File: src/msrr_pkg.sv
`timescale 1ns / 1ps
`default_nettype none

package msrr_pkg;

	// sensor lines on the ports
	localparam int LINE_COUNT = 6;
	localparam int SENSOR_COUNT_DEF = 6;

	localparam int PERIOD_W = 20;
	localparam int TIMEOUT_W = 16;
	localparam int CFG_DATA_W = 20;
	localparam int CFG_INDEX_W = 1;
	localparam int SENSOR_W = 3;
	localparam int WIDTH_W = 16;
	localparam int DIST_W = 15;

	// register indexes
	localparam logic [CFG_INDEX_W-1:0] REG_PING_PERIOD = 1'd0;
	localparam logic [CFG_INDEX_W-1:0] REG_ECHO_TIMEOUT = 1'd1;

	localparam logic [PERIOD_W-1:0] PING_PERIOD_RST = 20'd50000;
	localparam logic [TIMEOUT_W-1:0] ECHO_TIMEOUT_RST = 16'd30000;

	localparam logic [WIDTH_W-1:0] TRIG_LOW_TICKS = 16'd2;
	localparam logic [WIDTH_W-1:0] TRIG_HIGH_TICKS = 16'd10;

	// width*16/58 == (width*8)/29, reciprocal exact for operands below 2^20
	localparam int DIST_X_W = WIDTH_W + 3;
	localparam int DIST_RECIP_W = 21;
	localparam logic [DIST_RECIP_W-1:0] DIST_RECIP = 21'd1157050;
	localparam int DIST_SHIFT = 25;

endpackage

`default_nettype wire

File: src/msrr_ifs.sv
`timescale 1ns / 1ps
`default_nettype none

interface msrr_echo_if;
	logic valid;
	logic ready;
	logic [msrr_pkg::LINE_COUNT-1:0] echo_levels;

	modport source(output valid, output echo_levels, input ready);
	modport sink(input valid, input echo_levels, output ready);
endinterface

interface msrr_reading_if;
	logic valid;
	logic ready;
	logic [msrr_pkg::LINE_COUNT-1:0] trigger_lines;
	logic reading_valid;
	logic [msrr_pkg::SENSOR_W-1:0] reading_sensor;
	logic no_echo;
	logic [msrr_pkg::DIST_W-1:0] distance_q4_cm;
	logic [msrr_pkg::WIDTH_W-1:0] echo_width_us;

	modport source(output valid, output trigger_lines, output reading_valid,
		output reading_sensor, output no_echo, output distance_q4_cm,
		output echo_width_us, input ready);
	modport sink(input valid, input trigger_lines, input reading_valid,
		input reading_sensor, input no_echo, input distance_q4_cm,
		input echo_width_us, output ready);
endinterface

`default_nettype wire

File: src/multi_sonar_round_robin_ranger.sv
`timescale 1ns / 1ps
`default_nettype none

// round-robin controller for up to SENSOR_COUNT ultrasonic rangers
// echo: one request per microsecond tick, carrying the sampled echo line levels
// reading: exactly one request per accepted tick, carrying the trigger line levels
//   for that tick and, on the tick a measurement ends, the reading (sensor, no_echo,
//   echo width in us, distance in cm with four fraction bits)
// cfg_we/cfg_index/cfg_data: register 0 is the ping period, register 1 the echo
//   timeout; write them only while no tick is in flight
// throughput: one tick per clock cycle while not stalled, the whole state update for a
//   tick is one pass of logic between the state registers and the first pipeline stage
// pipeline: the result of a tick is registered in the first and then the second stage
//   before it is offered; the second stage does the constant multiply for the distance
// stall: when the receiver holds ready low while a result is offered, both stages hold
//   and echo.ready drops in the same cycle, so nothing is lost or repeated
// reset: sensor 0 active, idle, ping period 50000 us, echo timeout 30000 us;
//   the first ping starts once the ping period has gone by

module multi_sonar_round_robin_ranger #(
	parameter int SENSOR_COUNT = msrr_pkg::SENSOR_COUNT_DEF
) (
	input wire logic clk,
	input wire logic arst_n,
	msrr_echo_if.sink echo,
	msrr_reading_if.source reading,
	input wire logic cfg_we,
	input wire logic [msrr_pkg::CFG_INDEX_W-1:0] cfg_index,
	input wire logic [msrr_pkg::CFG_DATA_W-1:0] cfg_data
);

	localparam int ACT_W = (SENSOR_COUNT > 1) ? $clog2(SENSOR_COUNT) : 1;
	localparam int EXT_W = ACT_W + msrr_pkg::SENSOR_W;
	localparam int LW = msrr_pkg::LINE_COUNT;
	localparam int CW = msrr_pkg::WIDTH_W;

	typedef enum logic [2:0] {
		PH_IDLE,
		PH_TRIG_LOW,
		PH_TRIG_HIGH,
		PH_WAIT_RISE,
		PH_WAIT_FALL
	} phase_t;

	phase_t phase_q, phase_d;
	logic [msrr_pkg::PERIOD_W-1:0] ping_period_q;
	logic [msrr_pkg::TIMEOUT_W-1:0] echo_timeout_q;
	logic [msrr_pkg::PERIOD_W-1:0] since_q, since_d;
	logic [CW-1:0] pc_q, pc_d;
	logic [ACT_W-1:0] active_q, active_d;

	logic v_s1, v_s2;
	logic [LW-1:0] trig_s1, trig_s2;
	logic rv_s1, rv_s2;
	logic [msrr_pkg::SENSOR_W-1:0] sensor_s1, sensor_s2;
	logic noecho_s1, noecho_s2;
	logic [CW-1:0] width_s1, width_s2;
	logic [msrr_pkg::DIST_W-1:0] dist_s2;

	logic en, acc;
	logic [EXT_W-1:0] sensor_ext;
	logic [msrr_pkg::SENSOR_W-1:0] sensor_lo;
	logic in_range, echo_bit;
	logic [CW:0] n;
	logic fin, timed_out;
	logic [LW-1:0] trig_d;
	logic [CW-1:0] width_d;
	logic [ACT_W-1:0] active_next;
	logic [msrr_pkg::DIST_X_W-1:0] dist_x;
	logic [msrr_pkg::DIST_X_W+msrr_pkg::DIST_RECIP_W-1:0] dist_prod;

	// whole pipe moves when the output stage is empty or being taken
	assign en = !v_s2 || reading.ready;
	assign echo.ready = en;
	assign acc = echo.valid && en;

	assign sensor_ext = {{msrr_pkg::SENSOR_W{1'b0}}, active_q};
	assign sensor_lo = sensor_ext[msrr_pkg::SENSOR_W-1:0];
	assign in_range = sensor_ext < EXT_W'(LW);
	assign echo_bit = in_range && echo.echo_levels[sensor_lo];
	assign n = {1'b0, pc_q} + (CW+1)'(1);
	assign active_next = (active_q == ACT_W'(SENSOR_COUNT - 1)) ? '0 : active_q + ACT_W'(1);

	always_comb begin
		phase_d = phase_q;
		since_d = since_q;
		pc_d = pc_q;
		active_d = active_q;
		fin = 1'b0;
		timed_out = 1'b0;
		trig_d = '0;
		if (phase_q == PH_IDLE && since_q >= ping_period_q) begin
			since_d = '0;
			phase_d = PH_TRIG_LOW;
			pc_d = CW'(1);
		end else begin
			if (since_q != '1) begin
				since_d = since_q + msrr_pkg::PERIOD_W'(1);
			end
			case (phase_q)
				PH_TRIG_LOW: begin
					pc_d = n[CW-1:0];
					if (n[CW-1:0] >= msrr_pkg::TRIG_LOW_TICKS) begin
						phase_d = PH_TRIG_HIGH;
						pc_d = '0;
					end
				end
				PH_TRIG_HIGH: begin
					if (in_range) begin
						trig_d = LW'(1) << sensor_lo;
					end
					pc_d = n[CW-1:0];
					if (n[CW-1:0] >= msrr_pkg::TRIG_HIGH_TICKS) begin
						phase_d = PH_WAIT_RISE;
						pc_d = '0;
					end
				end
				PH_WAIT_RISE: begin
					if (echo_bit) begin
						phase_d = PH_WAIT_FALL;
						pc_d = '0;
					end else if (n > {1'b0, echo_timeout_q}) begin
						fin = 1'b1;
						timed_out = 1'b1;
					end else begin
						pc_d = n[CW-1:0];
					end
				end
				PH_WAIT_FALL: begin
					// the fall wins over the timeout on the same tick
					if (!echo_bit) begin
						fin = 1'b1;
					end else if (n > {1'b0, echo_timeout_q}) begin
						fin = 1'b1;
						timed_out = 1'b1;
					end else begin
						pc_d = n[CW-1:0];
					end
				end
				default: begin
					phase_d = PH_IDLE;
					pc_d = '0;
				end
			endcase
			if (fin) begin
				active_d = active_next;
				phase_d = PH_IDLE;
				pc_d = '0;
			end
		end
	end

	// a width of 65536 can only come with the largest timeout, it saturates
	assign width_d = (fin && !timed_out) ? (n[CW] ? '1 : n[CW-1:0]) : '0;

	always_ff @(posedge clk or negedge arst_n) begin
		if (!arst_n) begin
			ping_period_q <= msrr_pkg::PING_PERIOD_RST;
			echo_timeout_q <= msrr_pkg::ECHO_TIMEOUT_RST;
			phase_q <= PH_IDLE;
			since_q <= '0;
			pc_q <= '0;
			active_q <= '0;
			v_s1 <= 1'b0;
		end else begin
			if (cfg_we) begin
				case (cfg_index)
					msrr_pkg::REG_PING_PERIOD: ping_period_q <= cfg_data;
					msrr_pkg::REG_ECHO_TIMEOUT:
						echo_timeout_q <= cfg_data[msrr_pkg::TIMEOUT_W-1:0];
					default: ;
				endcase
			end
			if (en) begin
				v_s1 <= echo.valid;
			end
			if (acc) begin
				phase_q <= phase_d;
				since_q <= since_d;
				pc_q <= pc_d;
				active_q <= active_d;
			end
		end
	end

	always_ff @(posedge clk) begin
		if (acc) begin
			trig_s1 <= trig_d;
			rv_s1 <= fin;
			sensor_s1 <= fin ? sensor_lo : '0;
			noecho_s1 <= fin && timed_out;
			width_s1 <= width_d;
		end
	end

	assign dist_x = {width_s1, 3'b000};
	assign dist_prod = dist_x * msrr_pkg::DIST_RECIP;

	always_ff @(posedge clk or negedge arst_n) begin
		if (!arst_n) begin
			v_s2 <= 1'b0;
		end else if (en) begin
			v_s2 <= v_s1;
		end
	end

	always_ff @(posedge clk) begin
		if (en && v_s1) begin
			trig_s2 <= trig_s1;
			rv_s2 <= rv_s1;
			sensor_s2 <= sensor_s1;
			noecho_s2 <= noecho_s1;
			width_s2 <= width_s1;
			dist_s2 <= dist_prod[msrr_pkg::DIST_SHIFT +: msrr_pkg::DIST_W];
		end
	end

	assign reading.valid = v_s2;
	assign reading.trigger_lines = trig_s2;
	assign reading.reading_valid = rv_s2;
	assign reading.reading_sensor = sensor_s2;
	assign reading.no_echo = noecho_s2;
	assign reading.distance_q4_cm = dist_s2;
	assign reading.echo_width_us = width_s2;

	a_active_range: assert property (@(posedge clk) disable iff (!arst_n)
		active_q <= ACT_W'(SENSOR_COUNT - 1))
		else $error("active sensor out of range");

	a_trig_low_count: assert property (@(posedge clk) disable iff (!arst_n)
		phase_q == PH_TRIG_LOW |-> pc_q < msrr_pkg::TRIG_LOW_TICKS)
		else $error("trigger low phase overran");

	a_finish_idle: assert property (@(posedge clk) disable iff (!arst_n)
		(acc && fin) |=> (phase_q == PH_IDLE && pc_q == '0))
		else $error("finished measurement did not return to idle");

	a_timeout_zero: assert property (@(posedge clk) disable iff (!arst_n)
		(reading.valid && reading.no_echo) |->
		(reading.reading_valid && reading.echo_width_us == '0 &&
		reading.distance_q4_cm == '0))
		else $error("timeout reading carries a width or distance");

	a_trig_phase: assert property (@(posedge clk) disable iff (!arst_n)
		(acc && trig_d != '0) |-> (phase_q == PH_TRIG_HIGH && $onehot(trig_d)))
		else $error("trigger driven outside the trigger high phase");

endmodule

`default_nettype wire
File: src/flat_wrapper.sv
// flat-port wrapper written by rule: the top's interface ports become plain ports
module multi_sonar_round_robin_ranger_flat 
#(
	parameter int SENSOR_COUNT = msrr_pkg::SENSOR_COUNT_DEF
)
  (clk, arst_n, cfg_we, cfg_index, cfg_data, echo_valid, echo_echo_levels, echo_ready, reading_valid, reading_trigger_lines, reading_reading_valid, reading_reading_sensor, reading_no_echo, reading_distance_q4_cm, reading_echo_width_us, reading_ready);
  msrr_echo_if echo_i ();
  msrr_reading_if reading_i ();
  input wire logic clk;
  input wire logic arst_n;
  input wire logic cfg_we;
  input wire logic [msrr_pkg::CFG_INDEX_W-1:0] cfg_index;
  input wire logic [msrr_pkg::CFG_DATA_W-1:0] cfg_data;
  input wire logic [$bits(echo_i.valid)-1:0] echo_valid;
  input wire logic [$bits(echo_i.echo_levels)-1:0] echo_echo_levels;
  output wire logic [$bits(echo_i.ready)-1:0] echo_ready;
  output wire logic [$bits(reading_i.valid)-1:0] reading_valid;
  output wire logic [$bits(reading_i.trigger_lines)-1:0] reading_trigger_lines;
  output wire logic [$bits(reading_i.reading_valid)-1:0] reading_reading_valid;
  output wire logic [$bits(reading_i.reading_sensor)-1:0] reading_reading_sensor;
  output wire logic [$bits(reading_i.no_echo)-1:0] reading_no_echo;
  output wire logic [$bits(reading_i.distance_q4_cm)-1:0] reading_distance_q4_cm;
  output wire logic [$bits(reading_i.echo_width_us)-1:0] reading_echo_width_us;
  input wire logic [$bits(reading_i.ready)-1:0] reading_ready;
  assign echo_i.valid = echo_valid;
  assign echo_i.echo_levels = echo_echo_levels;
  assign echo_ready = echo_i.ready;
  assign reading_valid = reading_i.valid;
  assign reading_trigger_lines = reading_i.trigger_lines;
  assign reading_reading_valid = reading_i.reading_valid;
  assign reading_reading_sensor = reading_i.reading_sensor;
  assign reading_no_echo = reading_i.no_echo;
  assign reading_distance_q4_cm = reading_i.distance_q4_cm;
  assign reading_echo_width_us = reading_i.echo_width_us;
  assign reading_i.ready = reading_ready;
  multi_sonar_round_robin_ranger #(.SENSOR_COUNT(SENSOR_COUNT)) u_core (.clk(clk), .arst_n(arst_n), .echo(echo_i), .reading(reading_i), .cfg_we(cfg_we), .cfg_index(cfg_index), .cfg_data(cfg_data));
endmodule
File: config.mk
export PLATFORM = sky130hd
export DESIGN_NAME = multi_sonar_round_robin_ranger_flat
export DESIGN_NICKNAME = d
export VERILOG_FILES = /design/src/msrr_pkg.sv /design/src/msrr_ifs.sv /design/src/multi_sonar_round_robin_ranger.sv /design/src/flat_wrapper.sv
export SDC_FILE = /design/constraint.sdc
export NUM_CORES = 1
export LEC_CHECK = 0
export ABC_CLOCK_PERIOD_IN_PS = 16030
export BUFFER_PORTS_ARGS = -buffer_cell sky130_fd_sc_hd__buf_4
export CAP_MARGIN = 20
export CORE_UTILIZATION = 45
export CTS_BUF_LIST = sky130_fd_sc_hd__clkbuf_8 sky130_fd_sc_hd__clkbuf_16
export DETAILED_ROUTE_END_ITERATION = 16
export PLACE_DENSITY = 0.62
export RECOVER_POWER = 25
export SLEW_MARGIN = 10
export SYNTH_ARGS = -nofsm -noshare
export SYNTH_HDL_FRONTEND = slang
export SYNTH_SLANG_ARGS = --single-unit
File: constraint.sdc
create_clock -name clk -period 16.03 [get_ports clk]
set_input_delay 1.603 -clock clk [delete_from_list [all_inputs] [get_ports clk]]
set_output_delay 1.603 -clock clk [all_outputs]
set_load 0.02 [all_outputs]
==> results of run 1 <==
==> cell type report <==
type | count | area [sq um] | share of cell area
well taps | 378 | 473 | 0.0328
inverters | 257 | 965 | 0.0669
multi-input cells | 795 | 7690 | 0.533
clock inverters | 15 | 155 | 0.0108
repair buffers | 82 | 632 | 0.0438
flip-flops and latches | 149 | 4090 | 0.283
clock buffers | 17 | 425 | 0.0295
==> critical path: stages (launching register included) <==
cell	delay, ns
edfxtp_1	0.54
fa_1	0.71
inv_1	0.09
fa_1	0.53
inv_1	0.06
fa_1	0.50
fa_1	0.52
fa_1	0.56
inv_1	0.06
fa_1	0.53
inv_1	0.04
ha_1	0.28
nand3_1	0.09
or2_1	0.27
a2111o_1	0.41
o2111a_1	0.21
o21ai_1	0.26
a31oi_1	0.19
o31ai_1	0.29
xor2_1	0.11
==> sequential cells by signal (all words and copies together) (netlist names), 6 cells and up <==
signal	flops
u_core.reading.echo_width_us	16
u_core.echo_timeout_q	16
u_core.reading.trigger_lines	6
u_core.reading.distance_q4_cm	15
u_core.pc_q	16
u_core.since_q	20
u_core.width_s1	16
u_core.ping_period_q	20
u_core.trig_s1	6
==> metal layers <==
metal  vias to the layer above  part of all wire  track usage
met3                        31             0.029       0.0264
met4                         0             0.019       0.0660
met1                      4316              0.45        0.269
li1                       4288                 -            -
met2                       167              0.50        0.359
met5                         -                 0            0
==> final timing paths <==
check / endpoint / slack, ns / cells past startpoint
min in group asynchronous: u_core.since_q[7] / 1.73 / 1
hold reg to reg: u_core.reading.trigger_lines[1] / 0.42 / 0
hold / removal: u_core.reading.trigger_lines[1] / 0.42 / 0
setup / recovery: u_core.reading.distance_q4_cm[13] / 9.51 / 19
max in group asynchronous: u_core.pc_q[0] / 11.11 / 2
setup reg to reg: u_core.reading.distance_q4_cm[13] / 9.51 / 19
==> stage by stage <==
| stage | hold WS, ns | setup slack (ns) | power [W] | cells | utilization |
|---|---|---|---|---|---|
| 2_1_floorplan | 0.400 | 9.93 | 0.00168 | 1230 | - |
| 3_3_place_gp | 0.406 | 9.60 | 0.00199 | 1658 | 0.494 |
| 3_5_place_dp | 0.408 | 9.47 | 0.00202 | 1659 | 0.495 |
| 4_1_cts | 0.426 | 9.48 | 0.00244 | 1691 | 0.515 |
| 5_1_grt | 0.430 | 9.25 | 0.00267 | 1693 | 0.516 |
| 6_report | 0.423 | 9.51 | 0.00241 | 1693 | 0.516 |
==> cells in the mapped netlist (6+ instances only) <==
| cell | n |
|---|---|
| o31ai_1 | 16 |
| fa_1 | 111 |
| xnor2_1 | 15 |
| or4_1 | 16 |
| nor2b_1 | 6 |
| dfrtp_1 | 67 |
| clkbuf_1 | 20 |
| a31oi_1 | 6 |
| xor2_1 | 16 |
| edfxtp_1 | 69 |
| mux2_2 | 17 |
| nand3_1 | 24 |
| nor2_1 | 39 |
| ha_1 | 179 |
| and2_1 | 6 |
| nand4_1 | 18 |
| o21ai_0 | 43 |
| a21o_1 | 30 |
| dfstp_2 | 13 |
| nand2b_1 | 8 |
| nor3_1 | 17 |
| nand2_1 | 73 |
| inv_1 | 256 |
| nor4_1 | 7 |
| a21oi_1 | 60 |
==> logic make-up after synthesis <==
family                     after synthesis  synth area share
adders and majority gates              290             0.347
buffers and inverters                  286            0.0851
and+or+nand+nor                        251             0.106
AOI/OAI and AO/OA                      199             0.100
DFF                                    149             0.318
xor gates and xnor gates                31            0.0211
muxes                                   24            0.0225
==> power breakdown <==
group	switching (W)	total, W	internal, W
sequential	0.0000672	0.000578	0.000511
combinational	0.000805	0.00143	0.000622
clock	0.000192	0.000401	0.000209
total	0.00106	0.00241	0.00134
==> metrics.csv, run 1 <==
metric,value,unit
final setup fails,0,
"critical path fanouts, max",7,
largest net degree at the start of global routing,81,
routability cong.,0.927,
Die Wd,171,um
critical path type,register to register,
CTS tree,yes,
endpoint type of the worst setup path,register,
hold buffers post-CTS,0,
max-slew violation count,83,
"Cell Area, Synth",12900,sq um
H-tree lvl count,4,
# DRC,0,
total gr overflow,0,
Fillers,2598,
crit path time final,6.52,ns
first-pass GRT wire length,46500,um
CTS-repair resized insts,0,
clk slew on worst S/H paths,0.07,ns
Yosys top cell area share,0.174,
register area share after synthesis,0.318,
synth-to-layout area growth,12.1,%
Startpoint Class,register,
"area leader, netlist",ha_1,
Die H,171,um
TNS Setup,0,ns
layout cells sized above 1,0.132,
Rows,61,
transition time of the tightest slew-check pin,2.51,ns
Async SR Flop Fraction,0.537,
"commonest non-fill, non-tap cell in the layout",inv_1,
most frequent cells in the layout,"257 x inv_1, 179 x ha_1, 111 x fa_1",
Total GRT Usage,0.207,
ys flop type,edfxtp_1,
dpl cell area,13800,sq um
Mean Syn Cell Area,10.5,sq um
post-route cell area,14400,sq um
YS warnings,0,
WP data arrival,6.69,ns
vias in the first global route,8900,
HP Class,register to register,
Synth Register Bits,149,
final hold violations,0,
Final period util,0.407,
leakage power,7.14,nW
Initial Util,0.461,
core area,27900,sq um
clk sinks,149,
Min-Delay Startpoint,u_core.trig_s1[1],
Worst Setup SP,u_core.width_s1[13],
post-route ant nets,0,
setup bufs post-CTS,0,
Max-Cap Viols,2,
Ant. Diodes,0,
router iterations before antenna repair,4,
"top cells by area, synth","ha_1 17%, fa_1 17%, edfxtp_1 16%, dfrtp_1 13%, inv_1 7.5%",
DR vias/cell,5.20,
io pins,76,
clock tree buffer depth,2,
max_slew headroom,-0.673,
status,"complete, but fails checks",
Max Clock Freq,153,MHz
Clock Latency Late Sink,0.44,ns
# nets final,1624,
port bufs,75,
per-cell routed wire length,16.8,um
R2R Path Start,u_core.width_s1[13],
count of cell types in the netlist,76,
Via Count,8802,
initial antenna violation count,0,
DIE AREA,29300,sq um
CTS buffer count,17,
routed wire length,28400,um
Worst VDD drop,0.0998,mV
PD cells,167,nW/um^2
cell count after synthesis,1230,
Detailed Place HPWL,22700,um
CTS Root Cell,clkbuf_16,
clock skew,0.0177,ns
failing checks,"capacitance limit, slew limit",
number of synthesized flops with an enable pin,69,
Starting DRT DRC Count,495,
Worst EP required,16.20,ns
RSZ-0062 raised after global routing,no,
"Net Count, Synth",1552,
(Power assumes the default switching activity.)
==> run 2, diff against run 1 <==
--- a/config.mk
+++ b/config.mk
@@ -5,13 +5,14 @@
 export SDC_FILE = /design/constraint.sdc
 export NUM_CORES = 1
 export LEC_CHECK = 0
-export ABC_CLOCK_PERIOD_IN_PS = 16030
+export ABC_AREA = 1
+export ABC_CLOCK_PERIOD_IN_PS = 5600
 export BUFFER_PORTS_ARGS = -buffer_cell sky130_fd_sc_hd__buf_4
 export CAP_MARGIN = 20
 export CORE_UTILIZATION = 45
 export CTS_BUF_LIST = sky130_fd_sc_hd__clkbuf_8 sky130_fd_sc_hd__clkbuf_16
 export DETAILED_ROUTE_END_ITERATION = 16
-export PLACE_DENSITY = 0.62
+export PLACE_DENSITY = 0.64
 export RECOVER_POWER = 25
 export SLEW_MARGIN = 10
 export SYNTH_ARGS = -nofsm -noshare
==> constraint.sdc (replaced) <==
create_clock -name clk -period 5.6 [get_ports clk]
set_input_delay 0.56 -clock clk [delete_from_list [all_inputs] [get_ports clk]]
set_output_delay 0.56 -clock clk [all_outputs]
set_load 0.02 [all_outputs]
==> run 2 against run 1 <==
The run now ends clean. Highest routed layer unchanged. Routed wire length increased by 18%. Clock skew decreased by 0.0066 ns. Cell count increased by 25%.
==> metrics.csv, run 2 <==
metric,value,unit
CP max stage delay,0.54,ns
Worst VDD drop,0.401,mV
Starting DRT DRC Count,639,
CTS tree,yes,
Clock Latency Late Sink,0.45,ns
WP data arrival,5.59,ns
CTS buffer count,17,
Multi-input gate area,8400,sq um
post-route ant nets,0,
crit-path cells,"inv_1, fa_2, fa_1, inv_1, fa_1, fa_1, fa_1, inv_1, fa_1, inv_1, ha_1, a21oi_1, o21ai_0, a21oi_1, nand2_1, nand3_1, nand2_1, xor2_1",
Ant. Diodes,0,
io pins,76,
final hold violations,0,
cell count after synthesis,1599,
PD cells,519,nW/um^2
Synth Register Bits,149,
# nets final,2028,
"most used cell, CP",fa_1,
"top cells by area, synth","ha_1 16%, fa_1 16%, edfxtp_1 15%, dfrtp_1 12%, inv_1 9.8%",
Worst EP required,5.80,ns
clk sinks,149,
synth-to-layout area growth,13.4,%
Die H,178,um
Max Clock Freq,186,MHz
core area,30000,sq um
first-pass GRT wire length,54200,um
max-slew violation count,0,
per-cell routed wire length,15.9,um
"critical path fanouts, max",3,
max_slew headroom,0.284,
CTS Root Cell,clkbuf_16,
Die Wd,178,um
count of cell types in the netlist,49,
critical path type,register to register,
Detailed Place HPWL,27300,um
total gr overflow,0,
Fillers,2862,
routed wire length,33500,um
Yosys top cell area share,0.161,
biggest regs,"u_core.ping_period_q x20, u_core.since_q x20",
ys flop type,edfxtp_1,
final setup fails,0,
"area leader, netlist",ha_1,
register area share after synthesis,0.294,
TNS Setup,0,ns
largest net degree at the start of global routing,66,
vias in the first global route,10805,
clock tree buffer depth,2,
HP Class,input pin to register,
"Cell Area, Synth",13900,sq um
clk slew on worst S/H paths,0.07,ns
endpoint type of the worst setup path,register,
Buf/Inv on CP,4,
"Net Count, Synth",1921,
Max-Cap Viols,0,
# DRC,0,
most frequent cells in the layout,"361 x inv_1, 281 x nand2_1, 179 x ha_1",
port bufs,75,
routability cong.,0.943,
Synth top cells by count,"361 x inv_1, 282 x nand2_1, 179 x ha_1, 111 x fa_1, 95 x nor2_1",
router iterations before antenna repair,4,
CP top delay family,adder cells,
"commonest non-fill, non-tap cell in the layout",inv_1,
transition time of the tightest slew-check pin,1.07,ns
"count leader, synth",inv_1,
Mean Syn Cell Area,8.69,sq um
Via Count,10720,
Total GRT Usage,0.224,
clock skew,0.0111,ns
crit path time final,5.39,ns
H-tree lvl count,4,
FF/Latch Area,4090,sq um
layout cells sized above 1,0.125,
status,completed,
Async SR Flop Fraction,0.537,
number of synthesized flops with an enable pin,69,
Startpoint Class,register,
DIE AREA,31600,sq um
leakage power,8.18,nW
"Max stage delay cell, worst path",fa_1,
Final period util,0.962,
Initial Util,0.462,
YS warnings,0,
Final Util,0.525,
Rows,63,
DR vias/cell,5.08,
initial antenna violation count,0,
==> run 2: cell count changes after synthesis, moves of 22 or more <==
cell / change
nor2_1: +56
nand3_1: +26
a21o_1: -26
nand2_1: +209
inv_1: +105
a21oi_1: +23
o21ai_0: +22
==> run 2: per-layer routing <==
layer / vias up / share of wire / GRT usage
met2: 223 / 0.49 / 0.384
met5: - / 0 / 0
met4: 0 / 0.027 / 0.0883
met1: 5135 / 0.45 / 0.287
met3: 62 / 0.033 / 0.0293
li1: 5300 / - / -
==> run 2: worst paths after layout <==
kind | start | endpoint | slack (ns) | cells past startpoint
max | u_core.width_s1[4] | u_core.reading.distance_q4_cm[14] | 0.21 | 18
min | cfg_data[18] | u_core.ping_period_q[18] | 0.36 | 3
max reg2reg | u_core.width_s1[4] | u_core.reading.distance_q4_cm[14] | 0.21 | 18
min reg2reg | u_core.sensor_s1[0] | u_core.reading.reading_sensor[0] | 0.42 | 0
max in group asynchronous | arst_n | u_core.ping_period_q[2] | 3.37 | 3
min in group asynchronous | arst_n | u_core.pc_q[2] | 0.82 | 2
==> run 2: worst reg2reg max path, delay by kind of cell (launching register included) <==
family / cells / cell delay (ns)
flops: 1 / 0.41
buf+inv: 4 / 0.30
compound gates: 3 / 0.61
xor+xnor: 1 / 0.15
fa+ha+maj: 7 / 3.33
simple gates: 3 / 0.35
==> run 2: cells by family (layout without fill, tap and decap cells) <==
family,after synthesis,count (layout),share of synthesized area
simple gates,534,534,0.174
buf+inv,388,508,0.106
fa+ha+maj,290,290,0.321
compound gates,198,198,0.0772
flops,149,149,0.294
xor+xnor,40,40,0.0268
==> run 2: stage by stage <==
stage	instances	total power, W	setup WS [ns]	hold WS, ns	area (sq um)
finish	2109	0.00818	0.212	0.357	15800
floorplan	1599	0.00536	0.322	0.264	13900
CTS	2099	0.00802	0.121	0.344	15600
global route	2109	0.00911	-0.0607	0.368	15800
global placement	2066	0.00670	0.163	0.403	15000
detailed placement	2066	0.00675	0.112	0.405	15000
==> run 2: power by group <==
| group | switching [W] | leakage (nW) | internal, W |
|---|---|---|---|
| clock | 0.000544 | 0.302 | 0.000676 |
| combinational | 0.00342 | 6.20 | 0.00205 |
| sequential | 0.0000848 | 1.68 | 0.00140 |
| total | 0.00405 | 8.18 | 0.00413 |
==> run 2: final cells by class <==
type                       instances  share of cell area
multi-input combinational       1062               0.533
timing repair buffer             109              0.0504
tap                              390              0.0310
sequential                       149               0.260
clock inverter                    15              0.0116
clock buffer                      17              0.0270
inverter                         367              0.0875
==> run 2: repair_timing <==
item                                   CTS  global route
gates resized for setup                  0            21
endpoints found under the hold margin   15             0
buffers inserted                         0             9
setup endpoints to repair                0            10
hold buffers                             1             0
==> run 3, diff against run 2 <==
--- a/config.mk
+++ b/config.mk
@@ -5,7 +5,6 @@
 export SDC_FILE = /design/constraint.sdc
 export NUM_CORES = 1
 export LEC_CHECK = 0
-export ABC_AREA = 1
 export ABC_CLOCK_PERIOD_IN_PS = 5600
 export BUFFER_PORTS_ARGS = -buffer_cell sky130_fd_sc_hd__buf_4
 export CAP_MARGIN = 20
==> run 3 against run 2 <==
The run now ends with capacitance limit, slew limit, setup timing left. Hold slack lost 0.033 ns. Power shrank 5.1%. Sequential cell count stayed put. Critical path depth up 1. First-iteration DRC count is 6.6% lower. Fmax fell by 5.2%. Die area shrank 7.3%. Clock power is 3% lower. Routed wire length decreased by 14%. Highest routed layer unchanged.
==> metrics.csv, run 3 (same netlist as run 1, synthesis figures left out) <==
metric,value,unit
status,"complete, but fails checks",
failing checks,"capacitance limit, slew limit, setup timing",
final hold violations,0,
per-cell routed wire length,16.3,um
vias in the first global route,9069,
dpl cell area,14300,sq um
DR vias/cell,5.10,
CTS Root Cell,clkbuf_16,
Max Clock Freq,176,MHz
# DRC,0,
max_slew headroom,-1.16,
clock skew,0.0260,ns
DIE AREA,29300,sq um
post-route ant nets,0,
CTS tree,yes,
CP max stage delay,0.60,ns
Startpoint Class,register,
biggest regs,"u_core.ping_period_q x20, u_core.since_q x20",
Max-Cap Viols,1,
core area,27900,sq um
leakage power,7.53,nW
dpl cells,1719,
CP top delay family,adder cells,
Starting DRT DRC Count,597,
router iterations before antenna repair,5,
Rows,61,
Buf/Inv on CP,4,
"commonest non-fill, non-tap cell in the layout",inv_1,
post-route cell area,15300,sq um
Via Count,9020,
initial antenna violation count,0,
routed wire length,28800,um
Die H,171,um
H-tree lvl count,4,
transition time of the tightest slew-check pin,3.24,ns
RSZ-0062 raised after global routing,yes,
Worst EP required,5.78,ns
Total GRT Usage,0.209,
Worst VDD drop,0.294,mV
routability cong.,0.937,
CTS buffer count,17,
clock tree buffer depth,2,
Final period util,1.01,
Setup WS post-layout,-0.0838,ns
Final Power,0.00776,W
PD cells,507,nW/um^2
endpoint type of the worst setup path,register,
Final Non-Filler Cells,1769,
layout cells sized above 1,0.219,
crit-path cells,"fa_1, inv_2, fa_1, inv_1, fa_1, fa_1, fa_1, inv_1, fa_1, inv_2, ha_4, nand3_2, or2_1, a2111o_1, o2111a_2, o21ai_4, a31oi_4, o31ai_2, xor2_1",
clk slew on worst S/H paths,0.08,ns
first-pass GRT wire length,47100,um
Clock Latency Late Sink,0.45,ns
final setup fails,7,
Detailed Place HPWL,22800,um
R2R Path Start,u_core.width_s1[10],
port bufs,75,
critical path type,register to register,
most frequent cells in the layout,"245 x inv_1, 164 x ha_1, 145 x buf_4",
Initial Util,0.461,
HP Class,input pin to register,
"critical path fanouts, max",4,
Ant. Diodes,0,
crit path time final,5.68,ns
synth-to-layout area growth,19.1,%
"Max stage delay cell, worst path",fa_1,
WP data arrival,5.87,ns
max-slew violation count,62,
largest net degree at the start of global routing,81,
Min-Delay Startpoint,cfg_data[18],
# nets final,1700,
io pins,76,
Die Wd,171,um
TNS Setup,-0.326,ns
"most used cell, CP",fa_1,
clk sinks,149,
Worst Setup SP,u_core.width_s1[10],
total gr overflow,0,
[run 3: changes by cell type in the layout (fill, tap and decap cells not counted), sizes merged, moves of 16 or more]
| cell | before | now |
|---|---|---|
| xor2 | 32 | 16 |
| a21oi | 83 | 63 |
| nand4 | 40 | 19 |
| mux2 | 0 | 20 |
| or4 | 0 | 16 |
| nand3 | 56 | 26 |
| nand2 | 297 | 73 |
| inv | 375 | 269 |
| o31ai | 0 | 16 |
| nor2 | 108 | 42 |
| buf | 99 | 156 |
| o21ai | 82 | 47 |
| a21o | 4 | 31 |
[run 3: layout make-up]
class                   count  area, sq um
clock buffers              17          425
clock inverters            15          158
fillers                  2512        12600
inverters                 257          965
multi-input cells         795         7960
flip-flops and latches    149         4090
well taps                 378          473
repair buffers            158         1250
[run 3: routing by layer]
layer	up-vias	routed length, um	track usage
met2	157	14200	0.352
li1	4430	-	-
met4	0	488	0.0543
met1	4400	13300	0.283
met5	-	0	0
met3	33	863	0.0280
[run 3: tightest hold or removal path: stages]
cell	delay [ns]
buf_4	0.08
nand2_1	0.03
o21ai_0	0.05
[run 3: report_power, final]
part / internal [W] / leakage (nW) / switching (W)
clock: 0.000635 / 0.295 / 0.000541
sequential: 0.00146 / 1.66 / 0.000179
combinational: 0.00231 / 5.58 / 0.00264
total: 0.00441 / 7.53 / 0.00336
[run 3: through the flow]
| stage | hold slack (ns) | utilization | worst slack, ns |
|---|---|---|---|
| 2_1_floorplan | 0.264 | - | -0.0497 |
| 5_1_grt | 0.348 | 0.549 | -0.244 |
| 3_3_place_gp | 0.404 | 0.511 | -0.101 |
| 3_5_place_dp | 0.405 | 0.511 | -0.193 |
| 4_1_cts | 0.313 | 0.535 | -0.0368 |
| 6_report | 0.323 | 0.549 | -0.0838 |
[run 3: path summary, 6_finish.rpt]
kind / to / slack (ns) / cells past startpoint
max in group asynchronous: u_core.since_q[2] / 1.52 / 2
worst max-delay path: u_core.reading.distance_q4_cm[13] / -0.08 / 19
worst min register to register: u_core.reading.reading_valid / 0.42 / 0
worst min-delay path: u_core.ping_period_q[18] / 0.32 / 3
min in group asynchronous: u_core.pc_q[4] / 0.37 / 1
worst max register to register: u_core.reading.distance_q4_cm[13] / -0.08 / 19
[run 3: timing repair]
| item | CTS | global route |
|---|---|---|
| resized for setup | 12 | 54 |
| setup buffers | 4 | 11 |
| hold buffers | 0 | 0 |
| setup endpoints to repair | 10 | 11 |
| pin swaps | 11 | 46 |
